[src/hw/rtl/gdo_pkg.sv]
// Shared constants, tables and helper functions for the Gregorian date offset block.
package gdo_pkg;

  localparam logic [13:0] YEAR_MAX    = 14'd9999;
  localparam logic [21:0] DAY_LIMIT   = 22'd3652059;
  localparam logic [17:0] DAYS_400Y   = 18'd146097;
  localparam logic [17:0] DAYS_100Y   = 18'd36524;
  localparam logic [17:0] DAYS_4Y     = 18'd1461;
  localparam logic [17:0] DAYS_1Y     = 18'd365;
  localparam logic [12:0] RECIP_100   = 13'd5243;
  localparam int          RECIP_SHIFT = 19;
  localparam logic [3:0]  LAST_MONTH  = 4'd11;

  function automatic logic [4:0] month_len(input logic [3:0] idx, input logic leap);
    logic [4:0] len;
    unique case (idx)
      4'd0, 4'd2, 4'd4, 4'd6, 4'd7, 4'd9, 4'd11: len = 5'd31;
      4'd3, 4'd5, 4'd8, 4'd10:                    len = 5'd30;
      4'd1:                                       len = leap ? 5'd29 : 5'd28;
      default:                                    len = 5'd31;
    endcase
    return len;
  endfunction

  function automatic logic [8:0] days_before(input logic [3:0] mon);
    logic [8:0] d;
    unique case (mon)
      4'd1:    d = 9'd0;
      4'd2:    d = 9'd31;
      4'd3:    d = 9'd59;
      4'd4:    d = 9'd90;
      4'd5:    d = 9'd120;
      4'd6:    d = 9'd151;
      4'd7:    d = 9'd181;
      4'd8:    d = 9'd212;
      4'd9:    d = 9'd243;
      4'd10:   d = 9'd273;
      4'd11:   d = 9'd304;
      4'd12:   d = 9'd334;
      default: d = 9'd0;
    endcase
    return d;
  endfunction

  function automatic logic is_leap(input logic [13:0] yr, input logic [6:0] q100);
    logic [13:0] hund;
    hund = 14'(q100) * 14'd100;
    return (yr[1:0] == 2'b00) && ((yr != hund) || (q100[1:0] == 2'b00));
  endfunction

endpackage

[src/hw/rtl/gdo_div100.sv]
// Divide a year-sized value by 100 through a reciprocal multiply.
module gdo_div100
  import gdo_pkg::*;
(
  input  logic [13:0] value,
  output logic [6:0]  quot
);

  logic [26:0] prod;

  assign prod = 27'(value) * 27'(RECIP_100);
  assign quot = prod[RECIP_SHIFT+6:RECIP_SHIFT];

endmodule

[src/hw/rtl/gdo_sub_unit.sv]
// Shared subtract-and-compare unit for the year and month walks.
module gdo_sub_unit
  import gdo_pkg::*;
(
  input  logic [21:0] minuend,
  input  logic [17:0] subtrahend,
  output logic [21:0] diff,
  output logic        fits
);

  logic [22:0] wide;

  assign wide = {1'b0, minuend} - 23'(subtrahend);
  assign diff = wide[21:0];
  assign fits = ~wide[22];

endmodule

[src/hw/rtl/gregorian_date_offset.sv]
// Top level: Gregorian date plus signed day offset, iterative sequencer.
//
//  channel  | handshake              | payload
//  ---------+------------------------+--------------------------------------------------
//  in       | in_valid / in_stall    | start_year, start_month, start_day, day_offset
//  out      | out_valid / out_stall  | result_year, result_month, result_day, range_error
//
//  After its transfer an item passes S_FWD_Q and S_FWD_S to form the day count, then the
//  shared subtract unit walks 400-, 100-, 4- and 1-year spans and months, one step a cycle,
//  S_LEAP_Q and S_LEAP find the leap year and S_DONE loads the result.
//  Out-of-range results go from S_FWD_S to S_DONE, invalid start years from S_FWD_Q.
//  in_stall is high while an item is in work; the next item is taken while a result waits.
//  Synchronous active-low reset clears the sequencer and the output valid.
module gregorian_date_offset
  import gdo_pkg::*;
(
  input  logic               clk,
  input  logic               rst_n,
  input  logic               in_valid,
  output logic               in_stall,
  input  logic [13:0]        in_start_year,
  input  logic [3:0]         in_start_month,
  input  logic [4:0]         in_start_day,
  input  logic signed [20:0] in_day_offset,
  output logic               out_valid,
  input  logic               out_stall,
  output logic [13:0]        out_result_year,
  output logic [3:0]         out_result_month,
  output logic [4:0]         out_result_day,
  output logic               out_range_error
);

  localparam logic [3:0] S_IDLE   = 4'd0;
  localparam logic [3:0] S_FWD_Q  = 4'd1;
  localparam logic [3:0] S_FWD_S  = 4'd2;
  localparam logic [3:0] S_Y400   = 4'd3;
  localparam logic [3:0] S_Y100   = 4'd4;
  localparam logic [3:0] S_Y4     = 4'd5;
  localparam logic [3:0] S_Y1     = 4'd6;
  localparam logic [3:0] S_LEAP_Q = 4'd7;
  localparam logic [3:0] S_LEAP   = 4'd8;
  localparam logic [3:0] S_MON    = 4'd9;
  localparam logic [3:0] S_DONE   = 4'd10;

  logic [3:0]  state_r, state_nxt;
  logic [13:0] yr_r, yr_nxt;
  logic [3:0]  mo_r, mo_nxt;
  logic [4:0]  dy_r, dy_nxt;
  logic [20:0] off_r, off_nxt;
  logic [6:0]  q_r, q_nxt;
  logic [6:0]  qp_r, qp_nxt;
  logic [21:0] mul_r, mul_nxt;
  logic [21:0] z_r, z_nxt;
  logic [13:0] y_r, y_nxt;
  logic [1:0]  cnt_r, cnt_nxt;
  logic [3:0]  mi_r, mi_nxt;
  logic        leap_r, leap_nxt;
  logic        err_r, err_nxt;

  logic        out_valid_r, out_valid_nxt;
  logic [13:0] oy_r, oy_nxt;
  logic [3:0]  om_r, om_nxt;
  logic [4:0]  od_r, od_nxt;
  logic        oe_r, oe_nxt;

  logic        in_xfer;
  logic [13:0] pm1;
  logic [13:0] div_in;
  logic [6:0]  div_q;
  logic [6:0]  divp_q;
  logic [3:0]  mo_clamp;
  logic        fwd_leap;
  logic [24:0] z_pos, z_neg, z_sum;
  logic [17:0] sub_k;
  logic [21:0] sub_diff;
  logic        sub_fits;

  assign in_stall  = (state_r != S_IDLE);
  assign in_xfer   = in_valid && !in_stall;
  assign out_valid = out_valid_r;
  assign out_result_year  = oy_r;
  assign out_result_month = om_r;
  assign out_result_day   = od_r;
  assign out_range_error  = oe_r;

  assign pm1    = yr_r - 14'd1;
  assign div_in = (state_r == S_FWD_Q) ? yr_r : y_r;

  gdo_div100 u_div_y (
    .value (div_in),
    .quot  (div_q)
  );

  gdo_div100 u_div_p (
    .value (pm1),
    .quot  (divp_q)
  );

  always_comb begin
    priority if (mo_r == 4'd0) begin
      mo_clamp = 4'd1;
    end else if (mo_r > 4'd12) begin
      mo_clamp = 4'd12;
    end else begin
      mo_clamp = mo_r;
    end
  end

  assign fwd_leap = is_leap(yr_r, q_r);
  assign z_pos = 25'(mul_r) + 25'(pm1 >> 2) + 25'(qp_r >> 2) + 25'(days_before(mo_clamp))
               + 25'(fwd_leap && (mo_clamp > 4'd2)) + 25'(dy_r);
  assign z_neg = 25'(qp_r) + 25'd1;
  assign z_sum = z_pos - z_neg + {{4{off_r[20]}}, off_r};

  always_comb begin
    unique case (state_r)
      S_Y400:  sub_k = DAYS_400Y;
      S_Y100:  sub_k = DAYS_100Y;
      S_Y4:    sub_k = DAYS_4Y;
      S_Y1:    sub_k = DAYS_1Y;
      default: sub_k = 18'(month_len(mi_r, leap_r));
    endcase
  end

  gdo_sub_unit u_sub (
    .minuend    (z_r),
    .subtrahend (sub_k),
    .diff       (sub_diff),
    .fits       (sub_fits)
  );

  always_comb begin
    state_nxt     = state_r;
    yr_nxt        = yr_r;
    mo_nxt        = mo_r;
    dy_nxt        = dy_r;
    off_nxt       = off_r;
    q_nxt         = q_r;
    qp_nxt        = qp_r;
    mul_nxt       = mul_r;
    z_nxt         = z_r;
    y_nxt         = y_r;
    cnt_nxt       = cnt_r;
    mi_nxt        = mi_r;
    leap_nxt      = leap_r;
    err_nxt       = err_r;
    out_valid_nxt = out_valid_r;
    oy_nxt        = oy_r;
    om_nxt        = om_r;
    od_nxt        = od_r;
    oe_nxt        = oe_r;

    if (out_valid_r && !out_stall) begin
      out_valid_nxt = 1'b0;
    end

    unique case (state_r)
      S_IDLE: begin
        if (in_xfer) begin
          yr_nxt    = in_start_year;
          mo_nxt    = in_start_month;
          dy_nxt    = in_start_day;
          off_nxt   = in_day_offset;
          err_nxt   = 1'b0;
          state_nxt = S_FWD_Q;
        end
      end
      S_FWD_Q: begin
        if (yr_r == 14'd0 || yr_r > YEAR_MAX) begin
          err_nxt   = 1'b1;
          state_nxt = S_DONE;
        end else begin
          q_nxt     = div_q;
          qp_nxt    = divp_q;
          mul_nxt   = 22'(23'(pm1) * 23'd365);
          state_nxt = S_FWD_S;
        end
      end
      S_FWD_S: begin
        if (z_sum[24] || (z_sum[23:0] >= 24'(DAY_LIMIT))) begin
          err_nxt   = 1'b1;
          state_nxt = S_DONE;
        end else begin
          z_nxt     = z_sum[21:0];
          y_nxt     = 14'd1;
          cnt_nxt   = 2'd0;
          state_nxt = S_Y400;
        end
      end
      S_Y400: begin
        if (sub_fits) begin
          z_nxt = sub_diff;
          y_nxt = y_r + 14'd400;
        end else begin
          state_nxt = S_Y100;
        end
      end
      S_Y100: begin
        if (sub_fits && cnt_r != 2'd3) begin
          z_nxt   = sub_diff;
          y_nxt   = y_r + 14'd100;
          cnt_nxt = cnt_r + 2'd1;
        end else begin
          cnt_nxt   = 2'd0;
          state_nxt = S_Y4;
        end
      end
      S_Y4: begin
        if (sub_fits) begin
          z_nxt = sub_diff;
          y_nxt = y_r + 14'd4;
        end else begin
          state_nxt = S_Y1;
        end
      end
      S_Y1: begin
        if (sub_fits && cnt_r != 2'd3) begin
          z_nxt   = sub_diff;
          y_nxt   = y_r + 14'd1;
          cnt_nxt = cnt_r + 2'd1;
        end else begin
          state_nxt = S_LEAP_Q;
        end
      end
      S_LEAP_Q: begin
        q_nxt     = div_q;
        state_nxt = S_LEAP;
      end
      S_LEAP: begin
        leap_nxt  = is_leap(y_r, q_r);
        mi_nxt    = 4'd0;
        state_nxt = S_MON;
      end
      S_MON: begin
        if (sub_fits && mi_r != LAST_MONTH) begin
          z_nxt  = sub_diff;
          mi_nxt = mi_r + 4'd1;
        end else begin
          state_nxt = S_DONE;
        end
      end
      S_DONE: begin
        if (!out_valid_r || !out_stall) begin
          out_valid_nxt = 1'b1;
          oe_nxt        = err_r;
          if (err_r) begin
            oy_nxt = yr_r;
            om_nxt = mo_r;
            od_nxt = dy_r;
          end else begin
            oy_nxt = y_r;
            om_nxt = mi_r + 4'd1;
            od_nxt = z_r[4:0] + 5'd1;
          end
          state_nxt = S_IDLE;
        end
      end
      default: state_nxt = S_IDLE;
    endcase
  end

  always_ff @(posedge clk) begin
    if (!rst_n) begin
      state_r     <= S_IDLE;
      out_valid_r <= 1'b0;
    end else begin
      state_r     <= state_nxt;
      out_valid_r <= out_valid_nxt;
    end
  end

  always_ff @(posedge clk) begin
    yr_r   <= yr_nxt;
    mo_r   <= mo_nxt;
    dy_r   <= dy_nxt;
    off_r  <= off_nxt;
    q_r    <= q_nxt;
    qp_r   <= qp_nxt;
    mul_r  <= mul_nxt;
    z_r    <= z_nxt;
    y_r    <= y_nxt;
    cnt_r  <= cnt_nxt;
    mi_r   <= mi_nxt;
    leap_r <= leap_nxt;
    err_r  <= err_nxt;
    oy_r   <= oy_nxt;
    om_r   <= om_nxt;
    od_r   <= od_nxt;
    oe_r   <= oe_nxt;
  end

endmodule
[config.mk]
export PLATFORM = sky130hd
export DESIGN_NAME = gregorian_date_offset
export DESIGN_NICKNAME = d
export VERILOG_FILES = /design/src/hw/rtl/gdo_pkg.sv /design/src/hw/rtl/gdo_div100.sv /design/src/hw/rtl/gdo_sub_unit.sv /design/src/hw/rtl/gregorian_date_offset.sv
export SDC_FILE = /design/constraint.sdc
export NUM_CORES = 1
export LEC_CHECK = 0
export ABC_CLOCK_PERIOD_IN_PS = 7400
export BUFFER_PORTS_ARGS = -buffer_cell sky130_fd_sc_hd__clkbuf_2
export CAP_MARGIN = 10
export CORE_MARGIN = 5
export CORE_UTILIZATION = 45
export CTS_CLUSTER_DIAMETER = 40
export CTS_CLUSTER_SIZE = 16
export DETAILED_ROUTE_END_ITERATION = 16
export SYNTH_ARGS = -nofsm -noshare
export SYNTH_HDL_FRONTEND = slang
export SYNTH_SLANG_ARGS = --single-unit
export TNS_END_PERCENT = 5
[constraint.sdc]
create_clock -name clk -period 7.4 [get_ports clk]
set_clock_uncertainty 0.1 [all_clocks]
set_input_delay 0.74 -clock clk [delete_from_list [all_inputs] [get_ports clk]]
set_output_delay 0.74 -clock clk [all_outputs]
set_load 0.01 [all_outputs]
==> flow_summary.toml, run 1 <==
[run_status]
outcome = "finished clean"

[synth]
synthCells = 2018
syn_nets = 2633
synth_ff_type = "edfxtp_1"
synth.cell_area_mm2 = 0.0203
synth_edf_count = 148
avgSynthCellArea_um2 = 10.1
synthArstFlopShare_pct = 0
synth-seq-cells = 153
synth.distinct_cells = 79
yosysSeqAreaShare_pct = 22.4
yosys_warnings = 0

[clock_tree]
clock_path_buffers = 2
cts_hold_buf = 0
numClockSinks = 153
cts-root-buf = "clkbuf_16"
cts_buffers = 17
clock_latency_ns = 0.48
cts_max_level = 4
cts_tree = "yes"
ctsResizeCount = 0
postCtsSetupBuffers = 0
cts.clk_slew.worst_paths_ns = 0.07

[die]
rows = 77
die_h_um = 223
die_w_um = 223
num_io_pins = 74
start_util_pct = 45.8
coreArea_mm2 = 0.0444
design.die.area_mm2 = 0.0495

[layout]
final_nets = 2721
stdcell_area_mm2 = 0.0222
drive_above_1_share_pct = 9.44
final_core_util_pct = 50.0
fillers = 4046
antenna_cells = 0
multiInputGateArea_mm2 = 0.0141
seqCellArea_mm2 = 0.00454
syn2layout_area_growth_pct = 9.19

[sta]
fmax_mhz = 144
final_max_slew_viol_count = 0
period_share_pct = 93.8
finalCriticalPeriod_ns = 6.94
setup-violations-final = 0
hold_violations = 0
setup-tns-final_ns = 0
slew_headroom_pct = 34.8
rsz0062_at_grt = "false"
tightestPinTransition_ns = 0.972

[global_route]
grt_pass1_vias = 14800
gr-total-overflow = 0
grt_first_pass_wirelength_mm = 77.5
grt_antenna_before_repair = 0
grt_max_degree = 46
gr-usage-all-layers_pct = 19.7

[setup_path]
rrSetupSlack_ns = 0.46
endpoint = "z_r[15]"
ff2ff_path_depth = 27
critical_path_class = "flop to flop"
crit_path_start_kind = "flop"
end_kind = "flop"
startpoint = "q_r[1]"
reg2reg_from = "q_r[1]"
crit_required_ns = 7.45
cp_max_fo = 22
r2r_end = "z_r[15]"
crit_arrival_ns = 6.99

[run]
drv_cap = 0

[detailed_routing]
avgViaCountPerCell = 5.27
drt_pass1_iterations = 5
ant_nets = 0
wl_per_cell_um = 17.5
vias = 14300
routed_wl_mm = 47.5
drc = 0
drtIter0Drc = 785

[placed_design]
dp_hpwl_mm = 40.3
postPlaceCellArea_mm2 = 0.0216
gp_congestion = 0.884
port_buffers = 73

[hold_path]
hp-class = "input port to flop"
[flip-flops by register name, summed over array words and instances, names as in the netlist, 2 cells and up]
signal,count
off_r,21
cnt_r,2
mi_r,4
mul_r,22
dy_r,5
state_r,4
y_r,14
out_result_month,4
qp_r,7
out_result_day,5
mo_r,4
q_r,7
out_result_year,14
yr_r,14
z_r,22
[worst min-delay path by stage]
stage | cells after the start | end | startpoint
after floorplan | 0 | out_range_error | err_r
after global placement | 1 | cnt_r[0] | cnt_r[0]
after detailed placement | 1 | cnt_r[0] | cnt_r[0]
after CTS | 1 | off_r[1] | in_day_offset[1]
after global routing | 1 | off_r[1] | in_day_offset[1]
final | 1 | off_r[1] | in_day_offset[1]
[worst max-delay path, cell delays in order, from the launching register on]
cell and delay [ns]:
edfxtp_1 0.52, ha_1 0.34, ha_1 0.30, ha_1 0.32
inv_1 0.07, fa_1 0.46, inv_1 0.07, a21oi_1 0.05
o21bai_1 0.22, a21o_1 0.16, a21oi_1 0.08, xnor2_1 0.30
xor2_1 0.12, nor3_1 0.19, a21oi_1 0.11, ha_1 0.21
ha_1 0.22, fa_1 0.42, a211oi_1 0.39, o21ai_2 0.16
a21oi_2 0.27, o31ai_1 0.13, xor2_1 0.18, and2_1 0.21
a22oi_1 0.25, a31oi_4 0.19, a211oi_2 0.23, buf_4 0.33
[through the flow]
stage | hold WS (ns) | instances | setup slack, ns
5_1_grt | 0.303 | 2711 | 0.0513
3_5_place_dp | 0.462 | 2679 | 0.344
3_3_place_gp | 0.451 | 2679 | 0.501
2_1_floorplan | 0.367 | 2018 | 0.164
6_report | 0.332 | 2711 | 0.457
4_1_cts | 0.285 | 2711 | 0.240
[cell type report]
type	count	share of cell area, %
clock buffers	19	1.95
clock inverters	13	0.862
inverters	406	6.86
multi-input cells	1417	63.6
flip-flops and latches	153	20.5
well taps	592	3.34
repair buffers	111	2.93
[placed cells by master, fill, tap and decap left out, types with 7 or more instances in the layout]
master,instances
a211oi_1,10
mux2_2,27
nor2b_1,15
ha_1,361
o211ai_1,8
a211o_1,8
a21oi_1,103
mux2i_1,12
or3_1,17
nand4_1,7
clkbuf_2,73
a21o_1,30
xnor2_1,58
a31oi_1,13
o21a_1,10
edfxtp_1,148
nor3_1,34
buf_4,38
inv_1,406
nand2_1,85
nor2_1,83
and3_1,14
fa_1,206
nand3_1,30
o21bai_1,7
clkbuf_16,17
nor4_1,10
o21ai_0,75
xor2_1,65
nand2b_1,18
[cells in the mapped netlist, types with 8 or more instances]
cell / n / area share, %
a211o_1: 8 / 0.34
a211oi_1: 10 / 0.37
a21o_1: 30 / 1.1
a21oi_1: 104 / 2.6
a31oi_1: 13 / 0.40
and3_1: 14 / 0.43
clkbuf_1: 36 / 0.66
edfxtp_1: 148 / 22
fa_1: 206 / 20
ha_1: 361 / 22
inv_1: 406 / 7.5
mux2_2: 27 / 1.5
mux2i_1: 12 / 0.59
nand2_1: 85 / 1.6
nand2b_1: 18 / 0.55
nand3_1: 30 / 0.74
nor2_1: 83 / 1.5
nor2b_1: 16 / 0.49
nor3_1: 35 / 0.86
nor4_1: 10 / 0.31
o211ai_1: 8 / 0.30
o21a_1: 10 / 0.37
o21ai_0: 75 / 1.8
or3_1: 17 / 0.52
xnor2_1: 58 / 2.5
xor2_1: 65 / 2.8
[routing by layer]
metal	GRT usage, %	vias up	wire [um]
li1	-	7005	-
met1	27.0	6941	22300
met2	32.1	272	22100
met3	3.77	58	2150
met4	5.45	0	969
met5	0	-	0
[logic make-up after synthesis]
family | after synthesis | synth area share (%)
adders and majority gates | 567 | 42.5
xor gates and xnor gates | 123 | 5.30
DFF | 153 | 22.4
muxes | 39 | 2.09
buffers and inverters | 448 | 8.30
and+or+nand+nor | 349 | 8.59
AOI/OAI and AO/OA | 339 | 10.9
Power of run 1 is left out: the tool's default activity adds up to more than one toggle a clock period on the data nets, which glitch-free logic cannot reach.
==> run 2: changes to the inputs <==
--- a/config.mk
+++ b/config.mk
@@ -8,6 +8,7 @@
 export ABC_CLOCK_PERIOD_IN_PS = 7400
 export BUFFER_PORTS_ARGS = -buffer_cell sky130_fd_sc_hd__clkbuf_2
 export CAP_MARGIN = 10
+export CORE_ASPECT_RATIO = 1.1
 export CORE_MARGIN = 5
 export CORE_UTILIZATION = 45
 export CTS_CLUSTER_DIAMETER = 40
==> run 2 against run 1 <==
- register-to-register slack is essentially flat
- critical path depth is 2 lower
- via count about the same
- die area hardly changed
- highest routed layer unchanged
- largest cell class unchanged
==> flow_summary.toml, run 2 (same netlist as run 1, synthesis figures left out) <==
[run_status]
outcome = "finished clean"

[die]
rows = 81
die_h_um = 233
start_util_pct = 45.6
design.die.area_mm2 = 0.0495
num_io_pins = 74
die_w_um = 213
coreArea_mm2 = 0.0446

[sta]
slew_headroom_pct = 35.9
finalCriticalPeriod_ns = 6.96
worst_slack_ns = 0.444
fmax_mhz = 144
final_max_slew_viol_count = 0
rsz0062_at_grt = "false"
whs_ns = 0.348
hold_violations = 0
setup-violations-final = 0
period_share_pct = 94.0
tightestPinTransition_ns = 0.958
setup-tns-final_ns = 0

[hold_path]
hold_depth = 1
holdPathEnd = "dy_r[3]"
hp-class = "input port to flop"
hp-start = "in_start_day[3]"

[setup_path]
crit_arrival_ns = 6.98
cp_max_fo = 22
crit_required_ns = 7.42
critical_path_class = "flop to flop"
cp_slowest_stage_delay_ns = 0.48
crit_buf_inv = 1
reg2reg_from = "q_r[2]"
ff2ff_path_depth = 25
cp_top_family = "compound AO/OA/AOI/OAI gates"
end_kind = "flop"
crit_path_start_kind = "flop"
rrSetupSlack_ns = 0.44
cpMostUsedCell = "ha_1"
critPathSlowestCell = "edfxtp_1"
r2r_end = "z_r[18]"

[clock_tree]
cts_buffers = 17
numClockSinks = 153
postCtsSetupBuffers = 0
clock_path_buffers = 2
cts_max_level = 4
clock_latency_ns = 0.46
cts-root-buf = "clkbuf_16"
cts.clk_slew.worst_paths_ns = 0.07
ctsResizeCount = 0
cts_hold_buf = 0
cts_tree = "yes"

[layout]
drive_above_1_share_pct = 9.40
reg.largest.list = "mul_r x22, z_r x22, off_r x21"
mostFrequentLayoutCell = "inv_1"
mostFrequentLayoutCells = "inv_1, ha_1, fa_1"
fin_cells = 2697
final_nets = 2718
antenna_cells = 0
syn2layout_area_growth_pct = 8.83

[detailed_routing]
vias = 14300
routed_wl_mm = 46.6
drtIter0Drc = 644
wl_per_cell_um = 17.3
drt_pass1_iterations = 8
drc = 0
avgViaCountPerCell = 5.29
ant_nets = 0

[placed_design]
dp.cells = 2665
place_ws_ns = 0.380
port_buffers = 73
dp_hpwl_mm = 39.7
gp_congestion = 0.899

[global_route]
use_met2_pct = 33.4
grt_first_pass_wirelength_mm = 76.6
grt_antenna_before_repair = 0
grt_pass1_vias = 14900
gr-usage-all-layers_pct = 19.5
use_met1_pct = 26.8
use_met3_pct = 1.96
gr-total-overflow = 0
grt_max_degree = 30
grt.busiest_layer = "met2"

[run]
drv_cap = 0
run 2: cell types whose count changed in the layout (fill, tap and decap cells not counted), moves of 2 or more:
cell / previous run / this run
bufinv_16: 4 / 1
clkinvlp_4: 1 / 3
inv_8: 1 / 3
buf_4: 38 / 35
run 2: metrics by stage:
step	cell area (um^2)	util [%]
2_1_floorplan	20300	-
3_3_place_gp	21500	48.3
3_5_place_dp	21500	48.3
4_1_cts	22100	49.6
5_1_grt	22100	49.6
6_report	22100	49.6
run 2: layout make-up:
cell class              count  area, um^2
multi-input cells        1417       14100
flip-flops and latches    153        4540
repair buffers            108         628
clock buffers              18         429
well taps                 581         727
inverters                 406        1520
fillers                  4117       22500
clock inverters            14         155
run 2: worst max-delay path by stage:
stage / start / to / slack (ns) / cells after the start
finish: q_r[2] / z_r[18] / 0.44 / 25
global route: q_r[2] / z_r[18] / 0.08 / 25
CTS: yr_r[2] / z_r[20] / 0.33 / 23
detailed placement: yr_r[2] / z_r[19] / 0.38 / 23
global placement: q_r[2] / z_r[16] / 0.51 / 25
floorplan: yr_r[0] / z_r[0] / 0.16 / 22
run 2: worst register-to-register path, cell delays in order (launching register included):
cell      delay [ns]
edfxtp_1        0.48
ha_1            0.34
ha_1            0.31
fa_1            0.46
ha_1            0.35
a21oi_1         0.22
o21bai_1        0.09
a21oi_1         0.23
o21bai_1        0.09
a21oi_1         0.18
xnor2_1         0.20
xnor2_1         0.16
a21oi_1         0.11
ha_1            0.21
ha_1            0.22
fa_1            0.43
a211oi_1        0.41
o21ai_2         0.17
a21oi_2         0.30
o31ai_1         0.14
xor2_1          0.18
and2_1          0.21
a22oi_1         0.26
a31oi_4         0.20
a211oi_2        0.23
buf_4           0.34
run 2: layer usage:
metal | vias up | part of all wire (%)
met5 | - | 0
met2 | 239 | 49
li1 | 6999 | -
met4 | 0 | 1.6
met1 | 6999 | 47
met3 | 43 | 3.1
Power of run 2 is left out for the same reason.
